## config.mk

```make
export PLATFORM = sky130hd
export DESIGN_NAME = iso8601_to_epoch_seconds
export DESIGN_NICKNAME = d
export VERILOG_FILES = /design/src/rtl/iso2ep_pkg.sv /design/src/rtl/iso2ep_front.sv /design/src/rtl/iso2ep_fifo.sv /design/src/rtl/iso2ep_back.sv /design/src/rtl/iso8601_to_epoch_seconds.sv
export SDC_FILE = /design/constraint.sdc
export NUM_CORES = 1
export LEC_CHECK = 0
export CORE_UTILIZATION = 44
export DETAILED_ROUTE_END_ITERATION = 12
export DONT_BUFFER_PORTS = 1
export GPL_TIMING_DRIVEN = 0
export PLACE_DENSITY = 0.64
export SLEW_MARGIN = 20
export SYNTH_ARGS = -nofsm -noshare
export SYNTH_HDL_FRONTEND = slang
export SYNTH_SLANG_ARGS = --single-unit
```

## constraint.sdc

```tcl
create_clock -name i_clk -period 10.67 [get_ports i_clk]
set_input_delay 1.067 -clock i_clk [delete_from_list [all_inputs] [get_ports i_clk]]
set_output_delay 1.067 -clock i_clk [all_outputs]
set_load 0.01 [all_outputs]
```

## src/rtl/iso2ep_pkg.sv

```systemverilog
// shared types, constants and lookup functions for the iso-8601 to epoch block
`default_nettype none

package iso2ep_pkg;

    localparam int RECORD_LAST   = 19;
    localparam int POS_W         = 5;
    localparam int YEAR_W        = 14;
    localparam int FIELD_W       = 7;
    localparam int DAYS_W        = 23;
    localparam int HMS_W         = 17;
    localparam int PROD_W        = 40;
    localparam int EPOCH_W       = 38;
    localparam int DBM_W         = 9;

    localparam int SEC_PER_DAY   = 86400;
    localparam int SEC_PER_HOUR  = 3600;
    localparam int SEC_PER_MIN   = 60;
    localparam int DAYS_PER_YEAR = 365;
    localparam int EPOCH_YEAR    = 1970;
    localparam int FIRST_LEAP    = 1972;
    localparam int MAX_MIN_SEC   = 59;
    localparam int MAX_HOUR      = 23;
    localparam int MAX_DAY       = 31;
    localparam int MAX_MONTH     = 12;

    localparam int QDEPTH        = 2;
    localparam int QPTR_W        = $clog2(QDEPTH);
    localparam int QCNT_W        = $clog2(QDEPTH + 1);

    localparam logic [7:0] CHAR_ZERO = 8'h30;
    localparam logic [7:0] CHAR_NINE = 8'h39;

    typedef enum logic [2:0] {
        FLD_YEAR   = 3'd0,
        FLD_MONTH  = 3'd1,
        FLD_DAY    = 3'd2,
        FLD_HOUR   = 3'd3,
        FLD_MINUTE = 3'd4,
        FLD_SECOND = 3'd5,
        FLD_SEP    = 3'd7
    } t_field;

    typedef struct packed {
        logic [7:0] ch;
        logic       start_req;
    } t_in_item;

    typedef struct packed {
        logic [EPOCH_W-1:0] epoch_seconds;
        logic               valid_res;
    } t_out_item;

    // fields of one parsed record, handed from parser to arithmetic
    typedef struct packed {
        logic [YEAR_W-1:0]  year;
        logic [FIELD_W-1:0] month;
        logic [FIELD_W-1:0] day;
        logic [FIELD_W-1:0] hour;
        logic [FIELD_W-1:0] minute;
        logic [FIELD_W-1:0] second;
    } t_rec;

    function automatic t_field pos_field(input logic [POS_W-1:0] pos);
        t_field f;
        unique case (pos) inside
            5'd0, 5'd1, 5'd2, 5'd3: f = FLD_YEAR;
            5'd5, 5'd6:             f = FLD_MONTH;
            5'd8, 5'd9:             f = FLD_DAY;
            5'd11, 5'd12:           f = FLD_HOUR;
            5'd14, 5'd15:           f = FLD_MINUTE;
            5'd17, 5'd18:           f = FLD_SECOND;
            default:                f = FLD_SEP;
        endcase
        return f;
    endfunction

    function automatic logic [DBM_W-1:0] days_before_month(input logic [FIELD_W-1:0] month);
        logic [DBM_W-1:0] d;
        unique case (month)
            7'd2:    d = 9'd31;
            7'd3:    d = 9'd59;
            7'd4:    d = 9'd90;
            7'd5:    d = 9'd120;
            7'd6:    d = 9'd151;
            7'd7:    d = 9'd181;
            7'd8:    d = 9'd212;
            7'd9:    d = 9'd243;
            7'd10:   d = 9'd273;
            7'd11:   d = 9'd304;
            7'd12:   d = 9'd334;
            default: d = 9'd0;
        endcase
        return d;
    endfunction

endpackage

`default_nettype wire

```

## src/rtl/iso2ep_front.sv

```systemverilog
// character parser: tracks record position and accumulates the six numeric fields
`default_nettype none

module iso2ep_front (
    input  wire logic                  i_clk,
    input  wire logic                  i_rst_n,
    input  wire logic                  i_take,
    input  wire iso2ep_pkg::t_in_item  i_item,
    output logic                       o_push,
    output iso2ep_pkg::t_rec           o_rec
);

    logic [iso2ep_pkg::POS_W-1:0]   r_pos, n_pos, pos;
    logic [iso2ep_pkg::YEAR_W-1:0]  r_year, n_year, b_year;
    logic [iso2ep_pkg::FIELD_W-1:0] r_month, n_month, b_month;
    logic [iso2ep_pkg::FIELD_W-1:0] r_day, n_day, b_day;
    logic [iso2ep_pkg::FIELD_W-1:0] r_hour, n_hour, b_hour;
    logic [iso2ep_pkg::FIELD_W-1:0] r_minute, n_minute, b_minute;
    logic [iso2ep_pkg::FIELD_W-1:0] r_second, n_second, b_second;
    logic                           r_open, n_open, b_open;
    logic                           is_digit, first, last;
    logic [3:0]                     digit;
    iso2ep_pkg::t_field             fld;

    function automatic logic [iso2ep_pkg::FIELD_W-1:0] take7(
        input logic [iso2ep_pkg::FIELD_W-1:0] acc, input logic [3:0] d);
        return (acc << 3) + (acc << 1) + iso2ep_pkg::FIELD_W'(d);
    endfunction

    always_comb begin
        pos = i_item.start_req ? '0 : r_pos;
        if (pos > iso2ep_pkg::POS_W'(iso2ep_pkg::RECORD_LAST)) begin
            pos = '0;
        end
        first    = (pos == '0);
        last     = (pos == iso2ep_pkg::POS_W'(iso2ep_pkg::RECORD_LAST));
        fld      = iso2ep_pkg::pos_field(pos);
        is_digit = (i_item.ch >= iso2ep_pkg::CHAR_ZERO) && (i_item.ch <= iso2ep_pkg::CHAR_NINE);
        digit    = 4'(i_item.ch - iso2ep_pkg::CHAR_ZERO);

        // a new record starts from cleared fields
        b_year   = first ? '0 : r_year;
        b_month  = first ? '0 : r_month;
        b_day    = first ? '0 : r_day;
        b_hour   = first ? '0 : r_hour;
        b_minute = first ? '0 : r_minute;
        b_second = first ? '0 : r_second;
        b_open   = first ? 1'b1 : r_open;

        n_year   = b_year;
        n_month  = b_month;
        n_day    = b_day;
        n_hour   = b_hour;
        n_minute = b_minute;
        n_second = b_second;
        n_open   = b_open;

        if (fld == iso2ep_pkg::FLD_SEP) begin
            n_open = 1'b1;
        end else if (b_open) begin
            if (is_digit) begin
                unique case (fld)
                    iso2ep_pkg::FLD_YEAR:   n_year = (b_year << 3) + (b_year << 1)
                                                     + iso2ep_pkg::YEAR_W'(digit);
                    iso2ep_pkg::FLD_MONTH:  n_month  = take7(b_month, digit);
                    iso2ep_pkg::FLD_DAY:    n_day    = take7(b_day, digit);
                    iso2ep_pkg::FLD_HOUR:   n_hour   = take7(b_hour, digit);
                    iso2ep_pkg::FLD_MINUTE: n_minute = take7(b_minute, digit);
                    default:                n_second = take7(b_second, digit);
                endcase
            end else begin
                n_open = 1'b0;
            end
        end

        n_pos = last ? '0 : pos + 1'b1;
    end

    always_ff @(posedge i_clk) begin
        if (!i_rst_n) begin
            r_pos    <= '0;
            r_year   <= '0;
            r_month  <= '0;
            r_day    <= '0;
            r_hour   <= '0;
            r_minute <= '0;
            r_second <= '0;
            r_open   <= 1'b1;
        end else if (i_take) begin
            r_pos    <= n_pos;
            r_year   <= n_year;
            r_month  <= n_month;
            r_day    <= n_day;
            r_hour   <= n_hour;
            r_minute <= n_minute;
            r_second <= n_second;
            r_open   <= n_open;
        end
    end

    // the last byte is a separator, so the record leaves with the fields as they stand
    assign o_push = i_take && last;
    always_comb begin
        o_rec.year   = n_year;
        o_rec.month  = n_month;
        o_rec.day    = n_day;
        o_rec.hour   = n_hour;
        o_rec.minute = n_minute;
        o_rec.second = n_second;
    end

endmodule

`default_nettype wire

```

## src/rtl/iso2ep_fifo.sv

```systemverilog
// two-entry record queue between parser and arithmetic
`default_nettype none

module iso2ep_fifo (
    input  wire logic               i_clk,
    input  wire logic               i_rst_n,
    input  wire logic               i_push,
    input  wire iso2ep_pkg::t_rec   i_rec,
    input  wire logic               i_pop,
    output logic                    o_full,
    output logic                    o_empty,
    output iso2ep_pkg::t_rec        o_rec
);

    iso2ep_pkg::t_rec                r_mem [iso2ep_pkg::QDEPTH];
    logic [iso2ep_pkg::QPTR_W-1:0]   r_wp, r_rp;
    logic [iso2ep_pkg::QCNT_W-1:0]   r_cnt;
    logic                            do_push, do_pop;

    assign o_full  = (r_cnt == iso2ep_pkg::QCNT_W'(iso2ep_pkg::QDEPTH));
    assign o_empty = (r_cnt == '0);
    assign do_push = i_push && !o_full;
    assign do_pop  = i_pop && !o_empty;
    assign o_rec   = r_mem[r_rp];

    always_ff @(posedge i_clk) begin
        if (do_push) begin
            r_mem[r_wp] <= i_rec;
        end
    end

    always_ff @(posedge i_clk) begin
        if (!i_rst_n) begin
            r_wp  <= '0;
            r_rp  <= '0;
            r_cnt <= '0;
        end else begin
            if (do_push) begin
                r_wp <= r_wp + 1'b1;
            end
            if (do_pop) begin
                r_rp <= r_rp + 1'b1;
            end
            r_cnt <= r_cnt + iso2ep_pkg::QCNT_W'(do_push) - iso2ep_pkg::QCNT_W'(do_pop);
        end
    end

`ifndef ASSERT_OFF
    a_no_push_full: assert property (@(posedge i_clk) disable iff (!i_rst_n)
        i_push |-> !o_full)
        else $error("record pushed into full queue");
    a_cnt_bound: assert property (@(posedge i_clk) disable iff (!i_rst_n)
        r_cnt <= iso2ep_pkg::QCNT_W'(iso2ep_pkg::QDEPTH))
        else $error("queue count beyond depth");
    a_ptr_gap: assert property (@(posedge i_clk) disable iff (!i_rst_n)
        (r_cnt == '0 || r_cnt == iso2ep_pkg::QCNT_W'(iso2ep_pkg::QDEPTH)) |-> r_wp == r_rp)
        else $error("queue pointers disagree with count");
`endif

endmodule

`default_nettype wire

```

## src/rtl/iso2ep_back.sv

```systemverilog
// epoch arithmetic sequencer with registered output stage
`default_nettype none

module iso2ep_back (
    input  wire logic                  i_clk,
    input  wire logic                  i_rst_n,
    input  wire logic                  i_q_empty,
    input  wire iso2ep_pkg::t_rec      i_rec,
    output logic                       o_pop,
    output logic                       o_out_valid,
    input  wire logic                  i_out_stall,
    output iso2ep_pkg::t_out_item      o_out_data
);

    typedef enum logic [3:0] {
        S_IDLE = 4'b0001,
        S_DAYS = 4'b0010,
        S_SECS = 4'b0100,
        S_HOLD = 4'b1000
    } t_state;

    t_state                           r_state, n_state;
    iso2ep_pkg::t_rec                 r_rec;
    logic                             r_ok;
    logic [iso2ep_pkg::DAYS_W-1:0]    r_days;
    logic [iso2ep_pkg::HMS_W-1:0]     r_hms;
    logic [iso2ep_pkg::EPOCH_W-1:0]   r_secs;
    logic                             r_out_valid;
    iso2ep_pkg::t_out_item            r_out;

    logic                             ok, leap_now, out_free;
    logic [iso2ep_pkg::YEAR_W-1:0]    yoff, yleap;
    logic [iso2ep_pkg::DAYS_W-1:0]    days;
    logic [iso2ep_pkg::HMS_W-1:0]     hms;
    logic [iso2ep_pkg::PROD_W-1:0]    total;

    assign out_free = !r_out_valid || !i_out_stall;
    assign o_pop    = (r_state == S_IDLE) && !i_q_empty;

    always_comb begin
        ok = (r_rec.year >= iso2ep_pkg::YEAR_W'(iso2ep_pkg::EPOCH_YEAR))
          && (r_rec.month >= 7'd1)
          && (r_rec.month <= iso2ep_pkg::FIELD_W'(iso2ep_pkg::MAX_MONTH))
          && (r_rec.day >= 7'd1)
          && (r_rec.day <= iso2ep_pkg::FIELD_W'(iso2ep_pkg::MAX_DAY))
          && (r_rec.hour <= iso2ep_pkg::FIELD_W'(iso2ep_pkg::MAX_HOUR))
          && (r_rec.minute <= iso2ep_pkg::FIELD_W'(iso2ep_pkg::MAX_MIN_SEC))
          && (r_rec.second <= iso2ep_pkg::FIELD_W'(iso2ep_pkg::MAX_MIN_SEC));
        yoff  = r_rec.year - iso2ep_pkg::YEAR_W'(iso2ep_pkg::EPOCH_YEAR);
        yleap = r_rec.year - iso2ep_pkg::YEAR_W'(iso2ep_pkg::EPOCH_YEAR - 1);
        leap_now = (r_rec.year >= iso2ep_pkg::YEAR_W'(iso2ep_pkg::FIRST_LEAP))
                && (r_rec.year[1:0] == 2'b00) && (r_rec.month > 7'd2);
        days = iso2ep_pkg::DAYS_W'(yoff) * iso2ep_pkg::DAYS_W'(iso2ep_pkg::DAYS_PER_YEAR)
             + iso2ep_pkg::DAYS_W'(yleap[iso2ep_pkg::YEAR_W-1:2])
             + iso2ep_pkg::DAYS_W'(leap_now)
             + iso2ep_pkg::DAYS_W'(iso2ep_pkg::days_before_month(r_rec.month))
             + iso2ep_pkg::DAYS_W'(r_rec.day) - iso2ep_pkg::DAYS_W'(1);
        hms  = iso2ep_pkg::HMS_W'(r_rec.hour) * iso2ep_pkg::HMS_W'(iso2ep_pkg::SEC_PER_HOUR)
             + iso2ep_pkg::HMS_W'(r_rec.minute) * iso2ep_pkg::HMS_W'(iso2ep_pkg::SEC_PER_MIN)
             + iso2ep_pkg::HMS_W'(r_rec.second);
        total = iso2ep_pkg::PROD_W'(r_days) * iso2ep_pkg::PROD_W'(iso2ep_pkg::SEC_PER_DAY)
              + iso2ep_pkg::PROD_W'(r_hms);
    end

    always_comb begin
        n_state = r_state;
        unique case (r_state)
            S_IDLE:  if (!i_q_empty) n_state = S_DAYS;
            S_DAYS:  n_state = S_SECS;
            S_SECS:  n_state = S_HOLD;
            S_HOLD:  if (out_free) n_state = S_IDLE;
            default: n_state = S_IDLE;
        endcase
    end

    always_ff @(posedge i_clk) begin
        if (!i_rst_n) begin
            r_state     <= S_IDLE;
            r_out_valid <= 1'b0;
        end else begin
            r_state <= n_state;
            if (r_state == S_HOLD && out_free) begin
                r_out_valid <= 1'b1;
            end else if (!i_out_stall) begin
                r_out_valid <= 1'b0;
            end
        end
    end

    always_ff @(posedge i_clk) begin
        if (o_pop) begin
            r_rec <= i_rec;
        end
        if (r_state == S_DAYS) begin
            r_ok   <= ok;
            r_days <= days;
            r_hms  <= hms;
        end
        if (r_state == S_SECS) begin
            r_secs <= total[iso2ep_pkg::EPOCH_W-1:0];
        end
        if (r_state == S_HOLD && out_free) begin
            r_out.epoch_seconds <= r_ok ? r_secs : '0;
            r_out.valid_res     <= r_ok;
        end
    end

    assign o_out_valid = r_out_valid;
    assign o_out_data  = r_out;

`ifndef ASSERT_OFF
    a_invalid_zero: assert property (@(posedge i_clk) disable iff (!i_rst_n)
        r_out_valid && !r_out.valid_res |-> r_out.epoch_seconds == '0)
        else $error("invalid record with nonzero seconds");
    a_pop_idle: assert property (@(posedge i_clk) disable iff (!i_rst_n)
        o_pop |=> r_state == S_DAYS)
        else $error("popped record not taken into arithmetic");
    a_hold_loads: assert property (@(posedge i_clk) disable iff (!i_rst_n)
        r_state == S_HOLD && out_free |=> r_out_valid)
        else $error("finished record not presented");
`endif

endmodule

`default_nettype wire

```

## src/rtl/iso8601_to_epoch_seconds.sv

```systemverilog
// top level: iso-8601 zulu record to unix seconds converter
`default_nettype none

// Converts a 20-character record of the form YYYY-MM-DDTHH:MM:SSZ, fed one
// character item per cycle, into Unix seconds plus a valid flag. Each numeric
// field gathers digits until its first non-digit, as atoi would; separator
// places are ignored. start_req on an item forces it to be the first character
// of a new record. The 20th character yields one result item; any field out of
// range gives epoch_seconds = 0 and valid_res = 0. Leap years follow the simple
// every-fourth-year rule. The parser takes one character per cycle and only
// stalls its input when the two-entry record queue is full. The arithmetic
// sequencer steps through its states per record (queue pop, day count with a
// 14x9 multiply plus the time-of-day seconds, day-to-seconds 23x17 multiply,
// output load), waiting out any output stall, so a steady byte stream runs at
// one character item per cycle unless output stalls fill the record queue.
module iso8601_to_epoch_seconds (
    input  wire logic                   i_clk,
    input  wire logic                   i_rst_n,
    input  wire logic                   i_in_valid,
    output logic                        o_in_stall,
    input  wire iso2ep_pkg::t_in_item   i_in_data,
    output logic                        o_out_valid,
    input  wire logic                   i_out_stall,
    output iso2ep_pkg::t_out_item       o_out_data
);

    logic              take;
    logic              push;
    logic              pop;
    logic              q_full;
    logic              q_empty;
    iso2ep_pkg::t_rec  rec_in;
    iso2ep_pkg::t_rec  rec_out;

    // hold input while the record queue is full
    assign o_in_stall = q_full;
    assign take       = i_in_valid && !o_in_stall;

    iso2ep_front u_front (
        .i_clk   (i_clk),
        .i_rst_n (i_rst_n),
        .i_take  (take),
        .i_item  (i_in_data),
        .o_push  (push),
        .o_rec   (rec_in)
    );

    iso2ep_fifo u_fifo (
        .i_clk   (i_clk),
        .i_rst_n (i_rst_n),
        .i_push  (push),
        .i_rec   (rec_in),
        .i_pop   (pop),
        .o_full  (q_full),
        .o_empty (q_empty),
        .o_rec   (rec_out)
    );

    iso2ep_back u_back (
        .i_clk       (i_clk),
        .i_rst_n     (i_rst_n),
        .i_q_empty   (q_empty),
        .i_rec       (rec_out),
        .o_pop       (pop),
        .o_out_valid (o_out_valid),
        .i_out_stall (i_out_stall),
        .o_out_data  (o_out_data)
    );

endmodule

`default_nettype wire
```

== Word-level counts from Yosys, hierarchy flattened ==
Memories as Yosys holds them, arrays and structs flattened. A register that Yosys moved wholly into a read port is not among the register bits.
Index checks and enable logic that the tools add are counted.

* Input bits: 13
* Memories: 2
* Register bits: 182
* Word-level logic and storage cells: 173
* Memory bits (writable): 98
* ROM bits: 144

* Add/sub/neg operators: 28
* Magnitude comparators: 13
* Multiplexer cells: 46
* Multiply operators: 4
* Equality and inequality tests: 27
* Reductions and logical operators: 34

{| class="wikitable"
|+ Memories
! memory !! words !! width !! read ports !! clocked after Yosys merged registers in !! write ports !! line !! source
|-
| (name not given) || 16 || 9 || 1 || 0 || 0 || iso2ep_pkg.sv:80 || <nowiki>unique case (month)</nowiki>
|-
| u_fifo.r_mem || 2 || 49 || 1 || 1 || 1 || iso2ep_fifo.sv:15 || <nowiki>iso2ep_pkg::t_rec r_mem [iso2ep_pkg::QDEPTH];</nowiki>
|}

{| class="wikitable"
|+ Operator list
! kind !! number
|-
| two-way mux 7 bit || 25
|-
| two-way mux 14 bit || 5
|-
| adder 38 x 17 -> 38 bit || 1
|-
| adder 7 x 4 -> 7 bit || 5
|-
| adder 7 bit || 5
|-
| multiplier 23 x 10 -> 31 bit (second input constant) || 1
|-
| == test 5 x 4 -> 1 bit (second input constant) || 6
|-
| >= comparator 14 x 11 -> 1 bit (second input constant) || 2
|-
| subtractor 14 x 11 -> 14 bit (second input constant) || 2
|-
| adder 23 x 1 -> 23 bit || 1
|-
| adder 23 x 12 -> 23 bit || 1
|-
| adder 23 x 7 -> 23 bit || 1
|-
| adder 23 x 9 -> 23 bit || 1
|-
| multiplier 14 x 9 -> 23 bit (second input constant) || 1
|-
| subtractor 23 x 1 -> 23 bit (second input constant) || 1
|-
| one-hot mux 3 bit (6 select lines) || 1
|-
| adder 17 x 13 -> 17 bit || 1
|-
| adder 17 x 7 -> 17 bit || 1
|-
| logical AND 1 bit || 16
|-
| one-hot mux 4 bit (4 select lines) || 1
|-
| == test 5 bit (second input constant) || 3
|-
| two-way mux 5 bit || 3
|-
| adder 14 bit || 1
|-
| adder 14 x 4 -> 14 bit || 1
|-
| 40 further kinds || 66
|}

== Depth between registers and ports, before layout ==
* Word-level depth: 12
* Gate-level depth with buffers: 27
* Mapped depth without buffers: 27

== Hierarchy ==
A second synthesis with hierarchy kept.

* Cell total of the unflattened synthesis: 2404
* Area, all modules: 26366.5 um2

{| class="wikitable"
|+ By module, submodules not included
! module !! area each (um2) !! instances !! sequential area each (um2) !! cells an instance
|-
| iso2ep_back || 17186.5 || 1 || 5295.1 || 1583
|-
| iso2ep_front || 5351.4 || 1 || 1101.1 || 641
|-
| iso2ep_fifo || 3814.9 || 1 || 3042.9 || 179
|-
| iso8601_to_epoch_seconds || 13.8 || 1 || 0.0 || 1
|}

== Least setup slack after synthesis ==
OpenSTA, ideal clock, no wires.

* Kind: reg2reg
* From: register u_back.r_rec[36] (netlist name)
* To: register u_back.r_days[22] (netlist name), data pin
* Library setup time: 264 ps
* Arrival time: 6575 ps
* Required time: 10406 ps
* Slack: 3830 ps
* Stages on the path, launching flop included: 26
* Buffers on the path: 0
* Cell sequence: edfxtp_1 inv_1 ha_1 nand2b_1 nand2b_1 a31oi_1 xnor2_1 fa_1 inv_1 fa_1 inv_1 fa_1 inv_1 fa_1 fa_1 inv_1 ha_1 a21oi_1 nor2b_1 or4_1 a31oi_1 o21ai_1 o41a_1 a41o_1 o41ai_2 xnor2_1

* Cells in the longest elaborated chain, start to end: 7

{| class="wikitable"
|+ Ends and longest elaborated chain
! element !! line !! source
|-
| subtractor 14 x 11 -> 14 bit (tied with other cells) || iso2ep_back.sv:49 || <nowiki>yoff = r_rec.year - iso2ep_pkg::YEAR_W'(iso2ep_pkg::EPOCH_YEAR);</nowiki>
|-
| multiplier 14 x 9 -> 23 bit / logical AND 1 bit (equally long branches) || iso2ep_back.sv:53, iso2ep_back.sv:52 ||
|-
| adder 23 x 12 -> 23 bit / logical AND 1 bit (equally long branches) || iso2ep_back.sv:54, iso2ep_back.sv:52 ||
|-
| adder 23 x 1 -> 23 bit (*) || iso2ep_back.sv:55 || <nowiki>+ iso2ep_pkg::DAYS_W'(leap_now)</nowiki>
|-
| adder 23 x 9 -> 23 bit (*) || iso2ep_back.sv:56 || <nowiki>+ iso2ep_pkg::DAYS_W'(iso2ep_pkg::days_before_month(r_rec.month))</nowiki>
|-
| adder 23 x 7 -> 23 bit (*) || iso2ep_back.sv:57 || <nowiki>+ iso2ep_pkg::DAYS_W'(r_rec.day) - iso2ep_pkg::DAYS_W'(1);</nowiki>
|-
| subtractor 23 x 1 -> 23 bit (*) || iso2ep_back.sv:57 ||
|-
| net u_back.days, one bit || iso2ep_back.sv:33 || <nowiki>logic [iso2ep_pkg::DAYS_W-1:0] days;</nowiki>
|-
| end signal: assignment || iso2ep_back.sv:96 || <nowiki>r_days <= days;</nowiki>
|-
| end: declaration || iso2ep_back.sv:25 || <nowiki>logic [iso2ep_pkg::DAYS_W-1:0] r_days;</nowiki>
|}

The timed path passes the listed nets; every way through them passes the cells marked *.
A chain may end at the register's enable or synchronous reset.

== Worst setup path after layout ==
* From: register u_back.r_rec[36] (netlist name)
* To: register u_back.r_days[22] (netlist name), data pin

* Cells in the longest elaborated chain, start to end: 7

{| class="wikitable"
|+ Ends and longest elaborated chain
! element !! line
|-
| subtractor 14 x 11 -> 14 bit (tied with other cells) || iso2ep_back.sv:49
|-
| multiplier 14 x 9 -> 23 bit / logical AND 1 bit (equally long branches) || iso2ep_back.sv:53, iso2ep_back.sv:52
|-
| adder 23 x 12 -> 23 bit / logical AND 1 bit (equally long branches) || iso2ep_back.sv:54, iso2ep_back.sv:52
|-
| adder 23 x 1 -> 23 bit (*) || iso2ep_back.sv:55
|-
| adder 23 x 9 -> 23 bit (*) || iso2ep_back.sv:56
|-
| adder 23 x 7 -> 23 bit (*) || iso2ep_back.sv:57
|-
| subtractor 23 x 1 -> 23 bit (*) || iso2ep_back.sv:57
|-
| net u_back.days, one bit || iso2ep_back.sv:33
|}

Marked as above.

==> results.ini <==
[outcome]
status=complete, no violations

[final_layout]
drive_gt1_frac=0.0745
nFillCells=5196
final_common_cell=inv_1
fin_area_um2=28100
nNetsFinal=2910
syn2layout_area_growth_pct=9.32
final_cell_mix=inv_1, ha_1, edfxtp_1, fa_1, nand2_1
diodes=0
fin_cells=3196

[setup_path]
slowest_delay_ps=550
crit_fanout=8
cp_num_buf_inv=5
cp-end-kind=flop
path_class=reg -> reg
slowest_stage=edfxtp_1
worstPathArrival_ps=7930
cp-start-kind=flop
critPathTopFamily=adder cells
critPathRequiredTime_ps=10970

[routing]
drcViolationCount=0
drt-initial-drc-count=619
dr.pass1.iters=5
dr_wl_met3_um=1990
drt_wl_total_um=49800
top_layer=met4
m1WireLength_um=21800
routed-wl-met2_um=24600
avgRoutedWirePerCell_um=15.6
viasPerCell=5.11
vias=16300
ant_nets=0

[yosys]
async_flop_share=0
synth_seq_cells=329
syn_area_um2=25700
synth_flop_cell=edfxtp_1
synth_seq_area_share=0.360
syn_nets=2858
synthCells=2350
synth_area_per_cell_um2=10.9
synth_edf_count=265
ys.warnings.count=0
synth.distinct_cells=80

[placed_design]
dp.cells=3128
dpl_worst_slack_ps=3020
post-dp-hpwl_um=39300
globalplace.congestion=0.903
portBuffers=0
place_area_um2=26800

[power]
power.total_mw=2.76
switchingPower_uw=584
p_leak_nw=12.3
switching_share=0.212
powerDensity_nw_per_um2=98.2
p_int_mw=2.17
ir_drop_uv=94.2
combPwrFrac=0.025
power_frac_seq=0.500
power_frac_clock=0.475

[floorplanning]
dieArea_um2=59300
initial_core_util=0.445
fp-row-count=88
pin_count=54
dieHeight_um=244
die_w_um=244
core_area_um2=57700

[clock_network]
cts_setup_buffers=0
cts_root_buf=clkbuf_16
cts_buffer_depth=3
hold_buffers=0
insertion_delay_ps=570
cts_resized=0
tritoncts=built
cts_made_buffers=37
cts.sinks=329
cts_htree_levels=2
clk_pin_slew_ps=60

[sta]
tightest_slew_ps=940
fin_setup_tns_ps=0
relSlewSlack=0.368
min_period_ps=7630
rsz0062_at_grt=false
post-route-period-util=0.715
slew_viol_final=0
setup_ws_ps=3040
fmax_mhz=131
finalHoldViolCount=0
setup_viol=0
finClkSkew_ps=22.8

[global_route]
grt_overflow=0
grt_max_degree=54
grt_pass1_vias=16600
grt_usage=0.171
grt_antenna_before_repair=1
grt_pass1_wl_um=82500

[job]
max_cap_violations=0

[hold_path]
hp-class=reg -> reg

state kept, by name (all words and copies together), names as in the netlist, 7 cells and up:
signal             count
u_fifo.r_mem          98
u_back.r_rec          49
u_back.o_out_data     39
u_back.r_secs         38
u_back.r_days         23
u_back.r_hms          17
u_front.r_year        14
u_front.r_day          7
u_front.r_hour         7
u_front.r_minute       7
u_front.r_month        7
u_front.r_second       7
cell usage after synthesis, drive strengths merged, types with 33 or more instances:
master | instances | area share
a21o | 44 | 0.013
a21oi | 93 | 0.018
and2 | 81 | 0.020
clkbuf | 48 | 0.0070
dfxtp | 64 | 0.050
edfxtp | 265 | 0.31
fa | 169 | 0.13
ha | 326 | 0.16
inv | 347 | 0.051
mux2 | 72 | 0.032
nand2 | 135 | 0.020
nor2 | 115 | 0.017
nor3 | 33 | 0.0070
o21ai | 67 | 0.013
xnor2 | 112 | 0.038
xor2 | 44 | 0.015
kinds of logic (layout without fill, tap and decap cells):
group	after synthesis	count (layout)	synth area share
DFF	329	329	0.360
xor gates and xnor gates	156	156	0.0532
AOI/OAI and AO/OA	359	359	0.0958
muxes	83	83	0.0364
and+or+nand+nor	519	519	0.104
buffers and inverters	409	490	0.0600
adders and majority gates	495	495	0.291
area by class of cell:
type,count,area (µm²),share of cell area
Buffer,62,238,0.00847
Clock buffer,49,1010,0.0361
Clock inverter,19,233,0.00829
Inverter,347,1300,0.0464
Multi-Input combinational cell,1612,14900,0.532
Sequential cell,329,9240,0.329
Tap cell,765,957,0.0341
Timing Repair Buffer,13,150,0.00535
per-layer routing:
layer | vias to the layer above | track usage
met1 | 7772 | 0.209
li1 | 8168 | -
met4 | 0 | 0.0548
met3 | 102 | 0.0318
met5 | - | 0
met2 | 294 | 0.304
path summary, 6_finish.rpt:
kind                         startpoint                          end  slack [ps]  cells past startpoint
max          u_back.r_rec[36]$_DFFE_PP_  u_back.r_days[22]$_DFFE_PN_        3040                     25
min           u_back.r_hms[4]$_DFFE_PN_   u_back.r_secs[4]$_DFFE_PP_         420                      0
max reg2reg  u_back.r_rec[36]$_DFFE_PP_  u_back.r_days[22]$_DFFE_PN_        3040                     25
min reg2reg   u_back.r_hms[4]$_DFFE_PN_   u_back.r_secs[4]$_DFFE_PP_         420                      0
power groups by stage:
stage | registers [mW] | clock network, mW | logic (mW)
floorplan | 1.40 | 0 | 0.0463
global placement | 1.41 | 0 | 0.0656
global route | 1.38 | 1.39 | 0.0754
detailed placement | 1.41 | 0 | 0.0677
finish | 1.38 | 1.31 | 0.0685
CTS | 1.38 | 1.35 | 0.0683
through the flow:
stage	hold slack, ps	util
3_5_place_dp	408	0.465
5_1_grt	423	0.486
2_1_floorplan	400	-
3_3_place_gp	408	0.462
6_report	420	0.486
4_1_cts	422	0.486
(Power assumes the default switching activity.)
